[config.mk]
export PLATFORM = sky130hd
export DESIGN_NAME = escaped_bus_frame_transmitter
export DESIGN_NICKNAME = d
export VERILOG_FILES = /design/src/ebft_pkg.sv /design/src/ebft_front.sv /design/src/ebft_queue.sv /design/src/ebft_back.sv /design/src/escaped_bus_frame_transmitter.sv
export SDC_FILE = /design/constraint.sdc
export NUM_CORES = 1
export LEC_CHECK = 0
export BUFFER_PORTS_ARGS = -buffer_cell sky130_fd_sc_hd__buf_4
export CORE_MARGIN = 1.5
export CORE_UTILIZATION = 48
export CTS_CLUSTER_SIZE = 12
export DETAILED_ROUTE_END_ITERATION = 8
export GPL_TIMING_DRIVEN = 0
export HOLD_SLACK_MARGIN = 0.03
export PLACE_DENSITY = 0.74
export REMOVE_ABC_BUFFERS = 1
export SLEW_MARGIN = 10
export SYNTH_ARGS = -nofsm -noshare
export SYNTH_HDL_FRONTEND = slang
export SYNTH_HIERARCHICAL = 1
export SYNTH_SLANG_ARGS = --single-unit
[constraint.sdc]
create_clock -name clk_i -period 3.3 [get_ports clk_i]
set_input_delay 0.165 -clock clk_i [delete_from_list [all_inputs] [get_ports clk_i]]
set_output_delay 0.165 -clock clk_i [all_outputs]
set_load 0.02 [all_outputs]
[src/ebft_pkg.sv]
// shared types, constants and helpers for the escaped bus frame transmitter
// no dependencies

package ebft_pkg;

  localparam logic [7:0] ESC_BYTE   = 8'h10;
  localparam logic [7:0] START_BYTE = 8'h81;
  localparam logic [7:0] SPECIAL_A  = 8'h80;
  localparam logic [7:0] SUB_A      = 8'hC0;
  localparam logic [7:0] SUB_B      = 8'hC1;
  localparam logic [7:0] SUB_ESC    = 8'hC2;
  localparam logic [7:0] IDLE_TAIL  = 8'hFF;

  localparam logic [1:0] ACT_IDLE    = 2'd0;
  localparam logic [1:0] ACT_HEADER  = 2'd1;
  localparam logic [1:0] ACT_PAYLOAD = 2'd2;

  // logical bytes in one job (before escaping)
  localparam int unsigned JOB_SLOTS       = 4;
  localparam int unsigned EBFT_JOBQ_DEPTH = 2;

  typedef struct packed {
    logic [1:0] action;
    logic [7:0] dest_addr;
    logic [7:0] frame_length;
    logic [7:0] payload_byte;
  } in_item_t;

  typedef struct packed {
    logic [7:0] bus_byte;
    logic       frame_end;
    logic       run_end;
  } out_item_t;

  // one job: up to four logical bytes, each may need escaping
  typedef struct packed {
    logic [2:0]                     cnt;
    logic [JOB_SLOTS-1:0][7:0]      syms;
    logic [JOB_SLOTS-1:0]           esc;
    logic                           fe_last;
  } job_t;

  function automatic logic needs_esc(input logic [7:0] b);
    return (b == SPECIAL_A) || (b == START_BYTE) || (b == ESC_BYTE);
  endfunction

  function automatic logic [7:0] esc_sub(input logic [7:0] b);
    logic [7:0] s;
    s = b;
    if (b == SPECIAL_A) begin
      s = SUB_A;
    end else if (b == START_BYTE) begin
      s = SUB_B;
    end else if (b == ESC_BYTE) begin
      s = SUB_ESC;
    end
    return s;
  endfunction

endpackage

[src/ebft_front.sv]
// front part: accepts items, keeps frame state, turns each item into a job
// depends on ebft_pkg

module ebft_front
  import ebft_pkg::*;
(
  input  logic     clk_i,
  input  logic     rst_ni,
  input  logic     accept_i,
  input  in_item_t item_i,
  output logic     job_push_o,
  output job_t     job_o
);

  logic       in_frame_q, in_frame_d;
  logic [7:0] left_q, left_d;
  logic [7:0] sum_q, sum_d;

  logic [7:0] hdr_sum, pay_sum, left_dec;

  assign hdr_sum  = item_i.dest_addr + item_i.frame_length;
  assign pay_sum  = sum_q + item_i.payload_byte;
  assign left_dec = left_q - 8'd1;

  always_comb begin
    in_frame_d = in_frame_q;
    left_d     = left_q;
    sum_d      = sum_q;
    job_push_o = 1'b0;
    job_o      = '0;
    if (accept_i) begin
      case (item_i.action)
        ACT_IDLE: begin
          in_frame_d    = 1'b0;
          left_d        = '0;
          sum_d         = '0;
          job_push_o    = 1'b1;
          job_o.cnt     = 3'd4;
          job_o.syms[0] = START_BYTE;
          job_o.syms[1] = 8'h00;
          job_o.syms[2] = 8'h00;
          job_o.syms[3] = IDLE_TAIL;
          job_o.esc     = '0;
          job_o.fe_last = 1'b1;
        end
        ACT_HEADER: begin
          sum_d         = hdr_sum;
          left_d        = item_i.frame_length;
          job_push_o    = 1'b1;
          job_o.syms[0] = START_BYTE;
          job_o.syms[1] = item_i.dest_addr;
          job_o.syms[2] = item_i.frame_length;
          job_o.syms[3] = ~hdr_sum;
          job_o.esc     = 4'b1110;
          if (item_i.frame_length == 8'd0) begin
            // empty frame: checksum follows the length at once
            in_frame_d    = 1'b0;
            job_o.cnt     = 3'd4;
            job_o.fe_last = 1'b1;
          end else begin
            in_frame_d    = 1'b1;
            job_o.cnt     = 3'd3;
            job_o.fe_last = 1'b0;
          end
        end
        ACT_PAYLOAD: begin
          if (in_frame_q) begin
            sum_d         = pay_sum;
            left_d        = left_dec;
            job_push_o    = 1'b1;
            job_o.syms[0] = item_i.payload_byte;
            job_o.syms[1] = ~pay_sum;
            job_o.esc     = 4'b0011;
            if (left_dec == 8'd0) begin
              in_frame_d    = 1'b0;
              job_o.cnt     = 3'd2;
              job_o.fe_last = 1'b1;
            end else begin
              job_o.cnt     = 3'd1;
              job_o.fe_last = 1'b0;
            end
          end
        end
        default: begin
          job_push_o = 1'b0;
        end
      endcase
    end
  end

  always_ff @(posedge clk_i or negedge rst_ni) begin
    if (!rst_ni) begin
      in_frame_q <= 1'b0;
      left_q     <= '0;
      sum_q      <= '0;
    end else begin
      in_frame_q <= in_frame_d;
      left_q     <= left_d;
      sum_q      <= sum_d;
    end
  end

endmodule

[src/ebft_queue.sv]
// short job queue between the front and back parts
// depends on ebft_pkg

module ebft_queue
  import ebft_pkg::*;
#(
  parameter int unsigned Depth = EBFT_JOBQ_DEPTH
) (
  input  logic clk_i,
  input  logic rst_ni,
  input  logic push_i,
  input  job_t data_i,
  input  logic pop_i,
  output job_t data_o,
  output logic full_o,
  output logic valid_o
);

  localparam int unsigned PtrW = (Depth > 1) ? $clog2(Depth) : 1;
  localparam int unsigned CntW = $clog2(Depth + 1);
  localparam logic [PtrW-1:0] LastPtr = PtrW'(Depth - 1);
  localparam logic [CntW-1:0] FullCnt = CntW'(Depth);

  job_t            mem_q [Depth];
  logic [PtrW-1:0] wr_q, rd_q;
  logic [CntW-1:0] cnt_q;
  logic            do_push, do_pop;

  assign full_o  = (cnt_q == FullCnt);
  assign valid_o = (cnt_q != '0);
  assign data_o  = mem_q[rd_q];
  assign do_push = push_i && !full_o;
  assign do_pop  = pop_i && valid_o;

  always_ff @(posedge clk_i) begin
    if (do_push) begin
      mem_q[wr_q] <= data_i;
    end
  end

  always_ff @(posedge clk_i or negedge rst_ni) begin
    if (!rst_ni) begin
      wr_q  <= '0;
      rd_q  <= '0;
      cnt_q <= '0;
    end else begin
      if (do_push) begin
        wr_q <= (wr_q == LastPtr) ? '0 : wr_q + PtrW'(1);
      end
      if (do_pop) begin
        rd_q <= (rd_q == LastPtr) ? '0 : rd_q + PtrW'(1);
      end
      if (do_push && !do_pop) begin
        cnt_q <= cnt_q + CntW'(1);
      end else if (do_pop && !do_push) begin
        cnt_q <= cnt_q - CntW'(1);
      end
    end
  end

endmodule

[src/ebft_back.sv]
// back part: expands jobs into escaped bus bytes, one per cycle when not held by pop, into an output register
// depends on ebft_pkg

module ebft_back
  import ebft_pkg::*;
(
  input  logic      clk_i,
  input  logic      rst_ni,
  input  logic      job_valid_i,
  input  job_t      job_i,
  output logic      job_pop_o,
  input  logic      pop_i,
  output logic      empty_o,
  output out_item_t out_o
);

  logic [1:0] idx_q, idx_d;
  logic       pfx_q, pfx_d;
  logic       vld_q, vld_d;
  out_item_t  out_q, out_d;

  logic [7:0] sym;
  logic       esc_now, is_last, load;

  assign sym     = job_i.syms[idx_q];
  assign esc_now = job_i.esc[idx_q] && needs_esc(sym) && !pfx_q;
  assign is_last = ({1'b0, idx_q} == (job_i.cnt - 3'd1));
  assign load    = job_valid_i && (!vld_q || pop_i);

  always_comb begin
    idx_d     = idx_q;
    pfx_d     = pfx_q;
    vld_d     = vld_q && !pop_i;
    out_d     = out_q;
    job_pop_o = 1'b0;
    if (load) begin
      vld_d = 1'b1;
      if (esc_now) begin
        // prefix byte, substitute follows next
        out_d.bus_byte  = ESC_BYTE;
        out_d.frame_end = 1'b0;
        out_d.run_end   = 1'b0;
        pfx_d           = 1'b1;
      end else begin
        out_d.bus_byte  = job_i.esc[idx_q] ? esc_sub(sym) : sym;
        out_d.frame_end = is_last && job_i.fe_last;
        out_d.run_end   = is_last;
        pfx_d           = 1'b0;
        if (is_last) begin
          idx_d     = '0;
          job_pop_o = 1'b1;
        end else begin
          idx_d = idx_q + 2'd1;
        end
      end
    end
  end

  always_ff @(posedge clk_i) begin
    out_q <= out_d;
  end

  always_ff @(posedge clk_i or negedge rst_ni) begin
    if (!rst_ni) begin
      idx_q <= '0;
      pfx_q <= 1'b0;
      vld_q <= 1'b0;
    end else begin
      idx_q <= idx_d;
      pfx_q <= pfx_d;
      vld_q <= vld_d;
    end
  end

  assign empty_o = !vld_q;
  assign out_o   = out_q;

endmodule

[src/escaped_bus_frame_transmitter.sv]
// top level of the escaped bus frame transmitter
// depends on ebft_pkg, ebft_front, ebft_queue, ebft_back
//
// usage:
//  - input side is a queue write port: drive in_data_i and push; the item is
//    taken on a rising edge with push high and full low
//  - result side is a queue read port: while empty is low out_data_o holds
//    the oldest bus byte; pop high on a rising edge takes it
//  - each item yields 0 to 7 bus bytes: idle gives four, a header three to
//    five or four to seven with an empty frame, a payload byte one to four
//  - run_end marks the last byte of an item, frame_end the frame's last byte
//  - an accepted item's job goes into the job queue, and its bytes then pass
//    through the back part's single output register; throughput: one bus
//    byte per cycle while the receiver pops, set by that output register
//  - the job queue holds JobQDepth items, so new items are taken while
//    earlier ones still stream out
//  - reset clears frame state, the job queue and the output valid flag
//  - a stalled receiver holds the output byte; the job queue then fills
//    and full rises until pops resume

module escaped_bus_frame_transmitter
  import ebft_pkg::*;
#(
  parameter int unsigned JobQDepth = EBFT_JOBQ_DEPTH
) (
  input  logic      clk_i,
  input  logic      rst_ni,
  input  logic      push,
  output logic      full,
  input  in_item_t  in_data_i,
  output logic      empty,
  input  logic      pop,
  output out_item_t out_data_o
);

  // front -> queue
  logic accept, job_push;
  job_t job_in;

  // queue -> back
  logic job_valid, job_pop;
  job_t job_head;

  assign accept = push && !full;

  // frame state and item classification
  ebft_front u_front (
    .clk_i      (clk_i),
    .rst_ni     (rst_ni),
    .accept_i   (accept),
    .item_i     (in_data_i),
    .job_push_o (job_push),
    .job_o      (job_in)
  );

  // decouples item intake from byte streaming
  ebft_queue #(
    .Depth (JobQDepth)
  ) u_queue (
    .clk_i   (clk_i),
    .rst_ni  (rst_ni),
    .push_i  (job_push),
    .data_i  (job_in),
    .pop_i   (job_pop),
    .data_o  (job_head),
    .full_o  (full),
    .valid_o (job_valid)
  );

  // escaping and byte output
  ebft_back u_back (
    .clk_i       (clk_i),
    .rst_ni      (rst_ni),
    .job_valid_i (job_valid),
    .job_i       (job_head),
    .job_pop_o   (job_pop),
    .pop_i       (pop),
    .empty_o     (empty),
    .out_o       (out_data_o)
  );

`ifndef SYNTHESIS
  // frame end is always the last byte of its item
  a_fe_run_end : assert property (@(posedge clk_i) disable iff (!rst_ni)
    (!empty && out_data_o.frame_end) |-> out_data_o.run_end)
    else $error("frame_end without run_end");

  // an item never ends on a bare escape prefix
  a_no_trailing_esc : assert property (@(posedge clk_i) disable iff (!rst_ni)
    (!empty && out_data_o.run_end) |-> (out_data_o.bus_byte != ESC_BYTE))
    else $error("run ends on escape prefix");

  // an escape prefix is followed by a substitute byte at the next pop
  a_esc_follow : assert property (@(posedge clk_i) disable iff (!rst_ni)
    (!empty && pop && out_data_o.bus_byte == ESC_BYTE && !out_data_o.run_end)
    |=> (empty || out_data_o.bus_byte == SUB_A || out_data_o.bus_byte == SUB_B ||
         out_data_o.bus_byte == SUB_ESC))
    else $error("escape prefix not followed by substitute");

  // a job is only taken by the back part when the queue holds one
  a_pop_valid : assert property (@(posedge clk_i) disable iff (!rst_ni)
    job_pop |-> job_valid)
    else $error("job pop from empty queue");
`endif

endmodule

==> run summary, run 1 <==
Site Rows: 41
Nets: 579
Worst Path Arrival: 3.51 ns
Initial Util: 0.4931
Final GP Congestion: 0.8671
Hold WC Path Type: primary input to flip-flop
Syn. warnings: 6
CP max FO: 25
clk_skew: 0.007475 ns
Reg2Reg Depth: 12
most numerous cell in the Yosys netlist: edfxtp_1
Layout area overhead: 18.00%
clock sink total: 115
worst relative slew slack: 0.2869
die area: 13660 um^2
endpoints failing setup: 0
drt drc: 0
initial antenna violation count: 0
Distinct cells, synth: 58
power per cell area: 824.0 nW/um^2
Fmax: 0.3112 GHz
Routed Antenna Nets: 0
Leakage: 3.022 nW
Worst Setup Start Kind: flip-flop
Avg WL per Cell: 18.91 um
slowest stage delay, CP: 0.51 ns
ys async rst share: 0.2174
synth cell count leaders: edfxtp_1, mux2_4, nand2_1, o21ai_0, dfrtp_1
# H-tree levels: 4
Synth area leaders: edfxtp_1, dfrtp_1, mux2_4
Cell Chain, Critical Path: buf_12 > mux2_4 > mux4_2 > nand2b_4 > mux2_2 > o31a_1 > and2_1 > nand2_2 > ha_1 > xor2_1 > nor2_2 > xor2_1
initial drt markers: 349
largest net degree at the start of global routing: 31
synthesized flop and latch total: 115
DP HPWL: 9414 um
Worst VDD drop: 0.3500 mV
first-pass GRT wire length: 20900 um
cell taking the most area after synthesis: edfxtp_1
final hold violations: 0
Hold Crit Depth: 2
Core Footprint: 12620 um^2
Final Cycle Share: 0.9737
WHS: 0.07612 ns
Ports: 42
placed insts: 667
Syn Area/Cell: 13.18 um^2
crit path kind: flip-flop to flip-flop
Worst-Skew Late Latency: 0.42 ns
crit path time final: 3.213 ns
width of the die: 116.9 um
CP most frequent cell: xor2_1
final non-filler cell total: 709
CTS Buf Count: 17
clk root buf: clkbuf_16
DRT Pass-1 Iters: 5
sequential area share after synthesis: 0.5349
Via density: 5.642
share of layout cells above drive strength 1: 0.2737
mapped cell area: 6222 um^2
crit path from: u_queue/rd_q
RSZ-0062 raised after global routing: yes
port bufs: 41
Synth Flop Type: edfxtp_1
Yosys top cell area share: 0.4343
vias in the first global route: 4030
Max Cap Viol: 0
TritonCTS clock tree: built
total track usage: 0.2114
clk buf depth: 2
die height: 116.9 um
data required time of the critical path: 3.59 ns
Crit. End Element: flip-flop
grt ovf: 0
worst r2r src: u_queue/rd_q
WL final: 13410 um
Slowest cell on crit path: mux4_2
max-slew violation count: 0
Ant. Diodes: 0
clk slew on worst S/H paths: 0.05 ns
fill cell count: 1039
outcome: finished, final reports clean
HP Start: in_data_i[2]
Syn Inst Count: 472
total number of vias: 4000
Tightest Pin Transition: 1.066 ns
Post-synth EDFFs: 90
[registers in the layout, summed over array words and instances, names as in the netlist]
name	cells
u_queue/mem_q	80
u_back/out_o	10
u_front/left_q	8
u_front/sum_q	8
u_back/idx_q	2
u_queue/cnt_q	2
u_back/pfx_q	1
u_back/vld_q	1
u_front/in_frame_q	1
u_queue/rd_q	1
u_queue/wr_q	1
[kinds of logic after synthesis]
group / Yosys count / share of synthesized area
compound gates: 89 / 0.09713
xor+xnor: 24 / 0.03378
fa+ha+maj: 25 / 0.05269
buf+inv: 42 / 0.04022
flops: 115 / 0.5349
mux: 53 / 0.1359
simple gates: 124 / 0.1054
[metrics by stage]
step / setup TNS [ns] / utilization / setup WS, ns / instance area [um^2] / power (mW)
2_1_floorplan: -20.63 / - / -0.7207 / 6047 / 3.666
3_3_place_gp: -100.29 / 0.5206 / -1.742 / 6570 / 4.155
3_5_place_dp: -0.4501 / 0.5274 / -0.2862 / 6655 / 4.222
4_1_cts: 0 / 0.5752 / 0.04844 / 7258 / 6.029
5_1_grt: -0.02374 / 0.5818 / -0.02374 / 7342 / 6.345
6_report: 0 / 0.5818 / 0.08689 / 7342 / 6.050
[path summary, 6_finish.rpt]
| check | end | slack, ns |
|---|---|---|
| hold / removal | u_queue/mem_q[1][7] | 0.08 |
| hold reg to reg | u_front/sum_q[3] | 0.50 |
| setup reg to reg | u_queue/cnt_q[1] | 0.09 |
| max in group asynchronous | u_queue/rd_q | 2.77 |
| min in group asynchronous | u_front/left_q[5] | 0.22 |
| setup / recovery | u_queue/cnt_q[1] | 0.09 |
[worst max-delay path: cells and delay by family (launching register included)]
kind | cells | cell delay [ns]
AO/OA/AOI/OAI | 1 | 0.32
XOR/XNOR | 2 | 0.33
adder cells (fa/ha/maj) | 1 | 0.16
buffers and inverters | 1 | 0.18
flip-flops | 1 | 0.49
multiplexers | 3 | 1.12
AND/OR/NAND/NOR | 4 | 0.47
[what timing repair did]
action	CTS	global route
pin swaps	0	1
hold endpoints to repair	26	0
setup buffers	1	7
hold buffers	2	0
gates resized for setup	1	5
endpoints found under the setup margin	2	52
[per-layer routing]
metal	global-route usage	up-vias	wire, um
met5	0	-	0
met4	0.09478	0	308
met3	0.05355	24	753
met2	0.3481	139	6516
met1	0.2655	1976	5829
li1	-	1861	-
[layout by cell type, fill, tap and decap left out, types with 10 or more instances in the layout]
cell,instances
inv_1,20
nand3_1,10
nand2_1,37
nor2_1,18
a21oi_1,12
clkbuf_16,17
edfxtp_1,90
xnor2_1,14
xor2_1,10
buf_4,48
ha_1,23
o21ai_0,28
and3_1,12
dfrtp_1,23
and2_1,11
mux2_4,40
[report_power, final]
part	switching [mW]	leakage [nW]	total [mW]	internal (mW)
logic	1.09	1.56	2.16	1.07
clock network	0.618	0.277	1.78	1.16
registers	0.206	1.18	2.11	1.90
[area by class of cell]
cell class,count,area (um^2),area share
clock inverter,14,143.9,0.01960
multi-input combinational,315,2666,0.3632
clock buffer,18,429.2,0.05845
timing repair buffer,55,479.2,0.06527
sequential,115,3333,0.4540
inverter,20,75.07,0.01022
tap,172,215.2,0.02931
No activity file was read; power rests on OpenSTA's default activity.
==> inputs of run 2 (changes only) <==
--- a/config.mk
+++ b/config.mk
@@ -6,7 +6,7 @@
 export NUM_CORES = 1
 export LEC_CHECK = 0
 export BUFFER_PORTS_ARGS = -buffer_cell sky130_fd_sc_hd__buf_4
-export CORE_MARGIN = 1.5
+export CORE_ASPECT_RATIO = 1.5
 export CORE_UTILIZATION = 48
 export CTS_CLUSTER_SIZE = 12
 export DETAILED_ROUTE_END_ITERATION = 8
@@ -17,5 +17,4 @@
 export SLEW_MARGIN = 10
 export SYNTH_ARGS = -nofsm -noshare
 export SYNTH_HDL_FRONTEND = slang
-export SYNTH_HIERARCHICAL = 1
 export SYNTH_SLANG_ARGS = --single-unit
==> run 2 against run 1 <==
Sequential share of layout area rose by 1.8 points. Final area down 5.6%. Global-route usage up 2.3 points. Synthesized area is 6.2% lower. Cell count shrank 4.1%. Die area down 7.6%. Critical endpoint is now u_queue.mem_q[0][6].
==> run summary, run 2 <==
outcome: finished, final reports clean
Routed Antenna Nets: 0
Fmax: 0.3319 GHz
final core occ: 0.5829
share of layout cells above drive strength 1: 0.1935
Layout area overhead: 18.80%
drt drc: 0
Yosys top cell area share: 0.4528
placed insts: 646
DP HPWL: 9902 um
Tightest Pin Transition: 0.9937 ns
combinational share of power: 0.320
DRT Pass-1 Iters: 5
Worst VDD drop: 0.4462 mV
commonest non-fill, non-tap cell in the layout: edfxtp_1
slowest stage delay, CP: 0.52 ns
RR Endpoint: u_queue.mem_q[0][6]
most frequent cells in the layout: edfxtp_1, buf_4, nor2_1
Synth area leaders: edfxtp_1, dfrtp_1, mux4_2
Reg2Reg Depth: 6
CP max FO: 28
Leakage: 2.650 nW
Site Rows: 49
width of the die: 92.03 um
Core Footprint: 11890 um^2
Nets: 569
largest net degree at the start of global routing: 29
Synth Flop Type: edfxtp_1
Slowest cell on crit path: a21oi_1
Worst Setup Start Kind: flip-flop
register-to-register setup slack: 0.29 ns
most numerous cell in the Yosys netlist: edfxtp_1
sequential area share after synthesis: 0.5600
mapped cell area: 5836 um^2
TritonCTS clock tree: built
die height: 137.0 um
Syn Area/Cell: 12.50 um^2
total track usage: 0.2339
Syn Inst Count: 467
Worst-Skew Late Latency: 0.42 ns
Crit. End Element: flip-flop
max reg flops: 78
Cell Chain, Critical Path: nand2b_1 > and2_1 > nand2b_1 > a21oi_1 > nor2b_4 > buf_12
endpoints failing setup: 0
Hold Crit Endpoint: u_queue.mem_q[0][9]
P_sw: 1.912 mW
total number of vias: 4019
Hold WC Path Type: primary input to flip-flop
Reg power frac: 0.363
crit path kind: flip-flop to flip-flop
Final Cycle Share: 0.9130
first-pass GRT wire length: 21730 um
Avg WL per Cell: 20.04 um
CP most frequent cell: nand2b_1
cell taking the most area after synthesis: edfxtp_1
Max Cap Viol: 0
Post-CTS Setup Inserts: 0
clk slew on worst S/H paths: 0.06 ns
Syn. warnings: 0
Final GP Congestion: 0.8669
crit path time final: 3.013 ns
synthesized flop and latch total: 113
CTS Buf Count: 17
final hold violations: 0
clock sink total: 113
Hold Crit Depth: 2
worst r2r src: u_queue.cnt_q[0]
initial antenna violation count: 0
die area: 12610 um^2
ys async rst share: 0.2212
clock share of power: 0.317
# H-tree levels: 4
WL final: 13630 um
clk buf depth: 2
Ports: 42
data required time of the critical path: 3.41 ns
Power Total: 5.896 mW
HP Start: in_data_i[4]
grt ovf: 0
initial drt markers: 243
WHS: 0.07668 ns
Initial Util: 0.4906
vias in the first global route: 4129
power per cell area: 850.4 nW/um^2
register name with the most flops: u_queue.mem_q
final non-filler cell total: 680
Worst Path Arrival: 3.12 ns
max-slew violation count: 0
synth cell count leaders: edfxtp_1, nor2_1, nand2_1, a21oi_1, dfrtp_1
Via density: 5.910
clk root buf: clkbuf_16
port bufs: 41
clk_skew: 0.01294 ns
Pint: 3.983 mW
Sw Share: 0.3243
fill cell count: 951
worst relative slew slack: 0.3375
Distinct cells, synth: 59
Post-synth EDFFs: 88
Ant. Diodes: 0
RSZ-0062 raised after global routing: no
==> run 2: changes by cell type in the layout (fill, tap and decap cells not counted), sizes merged, moves of 4 or more <==
cell   change
mux2i      +6
mux4       +7
nor2      +17
a21oi     +12
o31ai      -6
buf        -9
nand3      -4
nor3       +6
nor4       +5
mux2      -35
==> run 2: per-layer routing <==
metal / part of all wire / track usage / routed length, um
met5: 0 / 0 / 0
met4: 0.045 / 0.1398 / 615
met3: 0.040 / 0.05222 / 540
met2: 0.54 / 0.4175 / 7359
met1: 0.38 / 0.2520 / 5111
==> run 2: repair_timing <==
item	CTS	global route
hold endpoints to repair	26	0
endpoints found under the setup margin	0	1
resized for setup	0	1
hold buffers	2	0
==> run 2: power groups by stage <==
stage / clock, mW / combinational, mW / sequential [mW]
2_1_floorplan: 0 / 1.21 / 2.22
6_report: 1.87 / 1.89 / 2.14
5_1_grt: 1.95 / 2.04 / 2.18
3_3_place_gp: 0 / 1.70 / 2.21
3_5_place_dp: 0 / 1.87 / 2.17
4_1_cts: 1.89 / 1.89 / 2.14
==> run 2: worst max path at each step <==
stage	slack, ns	to	depth (start not counted)	startpoint
2_1_floorplan	-0.26	u_queue.mem_q[0][0]	5	u_queue.cnt_q[0]
6_report	0.29	u_queue.mem_q[0][6]	6	u_queue.cnt_q[0]
3_3_place_gp	-1.58	u_queue.mem_q[0][17]	6	in_data_i[25]
4_1_cts	0.09	u_queue.cnt_q[1]	9	u_back.idx_q[0]
3_5_place_dp	0.13	u_queue.cnt_q[1]	10	u_back.idx_q[0]
5_1_grt	0.13	u_queue.mem_q[0][6]	6	u_queue.cnt_q[0]
==> run 2: worst max-delay path, delay by kind of cell, from the launching register on <==
family                 cells  cell delay [ns]
buffers and inverters      1             0.25
AO/OA/AOI/OAI              1             0.52
AND/OR/NAND/NOR            4             1.47
flip-flops                 1             0.43
==> run 2: kinds of logic after synthesis <==
family / synth area share
DFF: 0.5600
buffers and inverters: 0.02830
and+or+nand+nor: 0.1211
adders and majority gates: 0.05618
AOI/OAI and AO/OA: 0.1066
muxes: 0.09177
xor gates and xnor gates: 0.03602
==> run 2: area by class of cell <==
type / instances / area [um^2] / area share
Inverter: 19 / 71.32 / 0.01029
Clock inverter: 13 / 167.7 / 0.02418
Clock buffer: 19 / 432.9 / 0.06244
Sequential cell: 113 / 3271 / 0.4718
Tap cell: 153 / 191.4 / 0.02761
Timing Repair Buffer: 46 / 387.9 / 0.05595
Multi-Input combinational cell: 317 / 2411 / 0.3478
==> run 2: through the flow <==
stage / setup slack [ns] / area (um^2) / TNS, ns
2_1_floorplan: -0.2612 / 5742 / -10.19
3_3_place_gp: -1.576 / 6241 / -75.70
3_5_place_dp: 0.1323 / 6311 / 0
4_1_cts: 0.08715 / 6932 / 0
5_1_grt: 0.1261 / 6933 / 0
6_report: 0.2872 / 6933 / 0
==> inputs of run 3 (changes only) <==
--- a/config.mk
+++ b/config.mk
@@ -13,6 +13,7 @@
 export GPL_TIMING_DRIVEN = 0
 export HOLD_SLACK_MARGIN = 0.03
 export PLACE_DENSITY = 0.74
+export RECOVER_POWER = 50
 export REMOVE_ABC_BUFFERS = 1
 export SLEW_MARGIN = 10
 export SYNTH_ARGS = -nofsm -noshare
==> run 3 against run 2 <==
Critical path type unchanged. Clock skew about the same. Non-clock buffer count unchanged. Highest routed layer unchanged. Clock power barely moved. Core utilization decreased by 0.44 points. Routed wire length down 0.10%. Combinational power fell by 4%. Sequential cell count unchanged. Final area fell by 0.76%. Power is 1.1% lower. The flow now finishes with violations (max-capacitance violations, max-slew violations).
==> run summary, run 3 (synthesis gave the netlist of run 2 again) <==
outcome: finished with violations
failing checks: max-capacitance violations, max-slew violations
Routed Antenna Nets: 0
most frequent cells in the layout: edfxtp_1, nor2_1, nand2_1
commonest non-fill, non-tap cell in the layout: edfxtp_1
DP HPWL: 9902 um
total number of vias: 4027
CP max FO: 28
Slowest cell on crit path: a21oi_1
Avg WL per Cell: 20.02 um
placed cell areas: 6311 um^2
die height: 137.0 um
Ant. Diodes: 0
Nets: 569
global-route met2 utilization: 0.4175
slowest stage delay, CP: 0.52 ns
Initial Util: 0.4906
DRT Pass-1 Iters: 4
Ports: 42
max reg flops: 78
CP most frequent cell: nand2b_1
post-route design area: 6880 um^2
crit path kind: flip-flop to flip-flop
worst relative slew slack: -0.1043
Final GP Congestion: 0.8669
drt drc: 0
Crit. End Element: flip-flop
placed insts: 646
share of layout cells above drive strength 1: 0.1651
met1 usage: 0.2520
port bufs: 41
Layout area overhead: 17.90%
clk_skew: 0.01253 ns
initial antenna violation count: 0
data required time of the critical path: 3.41 ns
WL final: 13610 um
final non-filler cell total: 680
Worst Setup Start Kind: flip-flop
Fmax: 0.3346 GHz
Final Cycle Share: 0.9057
TritonCTS clock tree: built
max-slew violation count: 26
Worst-Skew Late Latency: 0.42 ns
met3 Usage GRT: 0.05222
clk slew on worst S/H paths: 0.06 ns
final hold violations: 0
width of the die: 92.03 um
Leakage: 2.598 nW
CTS Buf Count: 17
Cell Chain, Critical Path: nand2b_1 > and2_1 > nand2b_1 > a21oi_1 > nor2b_4 > buf_12
clk root buf: clkbuf_16
endpoints failing setup: 0
grt ovf: 0
RSZ-0062 raised after global routing: no
# H-tree levels: 4
vias in the first global route: 4129
Worst VDD drop: 0.4484 mV
Register Area: 3271 um^2
Reg2Reg Depth: 6
power per cell area: 847.5 nW/um^2
clk buf depth: 2
crit path time final: 2.989 ns
Core Footprint: 11890 um^2
Max Cap Viol: 1
Worst Path Arrival: 3.10 ns
Hold Crit Depth: 3
Site Rows: 49
clock sink total: 113
Most Crowded Layer GR: met2
register name with the most flops: u_queue.mem_q
Post-CTS Setup Inserts: 0
area of the multi-input gates: 2411 um^2
largest net degree at the start of global routing: 29
die area: 12610 um^2
Tightest Pin Transition: 1.656 ns
Hold WC Path Type: primary input to flip-flop
total track usage: 0.2339
first-pass GRT wire length: 21730 um
Via density: 5.922
initial drt markers: 254
fill cell count: 965
run 3: changes by cell type in the layout (fill, tap and decap cells not counted), sizes merged:
| cell | change |
|---|---|
| buf | -14 |
| clkbuf | +14 |
run 3: worst paths after layout:
check / from / to / slack [ns]
min reg2reg: u_front.sum_q[0] / u_front.sum_q[0] / 0.49
min: in_data_i[13] / u_front.left_q[5] / 0.08
max: u_queue.cnt_q[0] / u_queue.mem_q[0][16] / 0.31
max in group asynchronous: rst_ni / u_back.idx_q[0] / 1.50
min in group asynchronous: rst_ni / u_queue.wr_q / 0.72
max reg2reg: u_queue.cnt_q[0] / u_queue.mem_q[0][16] / 0.31
run 3: where the power goes:
group / internal, mW / switching, mW
clock network: 1.25 / 0.621
logic: 0.802 / 1.02
registers: 1.87 / 0.267
run 3: what timing repair did:
item	CTS	global route
setup endpoints to repair	0	1
gates resized for setup	0	1
hold endpoints to repair	26	0
hold buffers	2	0
run 3: metrics by stage:
step	util	setup WS, ns	setup TNS (ns)	total power [mW]	hold slack (ns)
floorplan	-	-0.2612	-10.19	3.432	-0.1306
global placement	0.5247	-1.576	-75.70	3.906	0.1066
detailed placement	0.5306	0.1323	0	4.037	0.1130
CTS	0.5828	0.08715	0	5.922	0.05650
global route	0.5785	0.1291	0	6.095	0.07724
finish	0.5785	0.3110	0	5.831	0.07599
run 3: routing by layer:
metal  vias to the layer above  share of wire
met5                         -              0
met4                         0          0.051
met3                        50          0.048
met2                       165           0.54
met1                      1961           0.36
li1                       1851              -
run 3: area by class of cell:
class                           instances  share of cell area
Clock buffer                           19             0.06292
Timing Repair Buffer                   46             0.04874
Multi-Input combinational cell        317              0.3504
Sequential cell                       113              0.4754
Tap cell                              153             0.02782
Clock inverter                         13             0.02437
Inverter                               19             0.01037
run 3: worst max-delay path, delay by kind of cell, from the launching register on:
kind	cells	cell delay [ns]
and+or+nand+nor	4	1.46
AOI/OAI and AO/OA	1	0.52
DFF	1	0.43
buffers and inverters	1	0.25
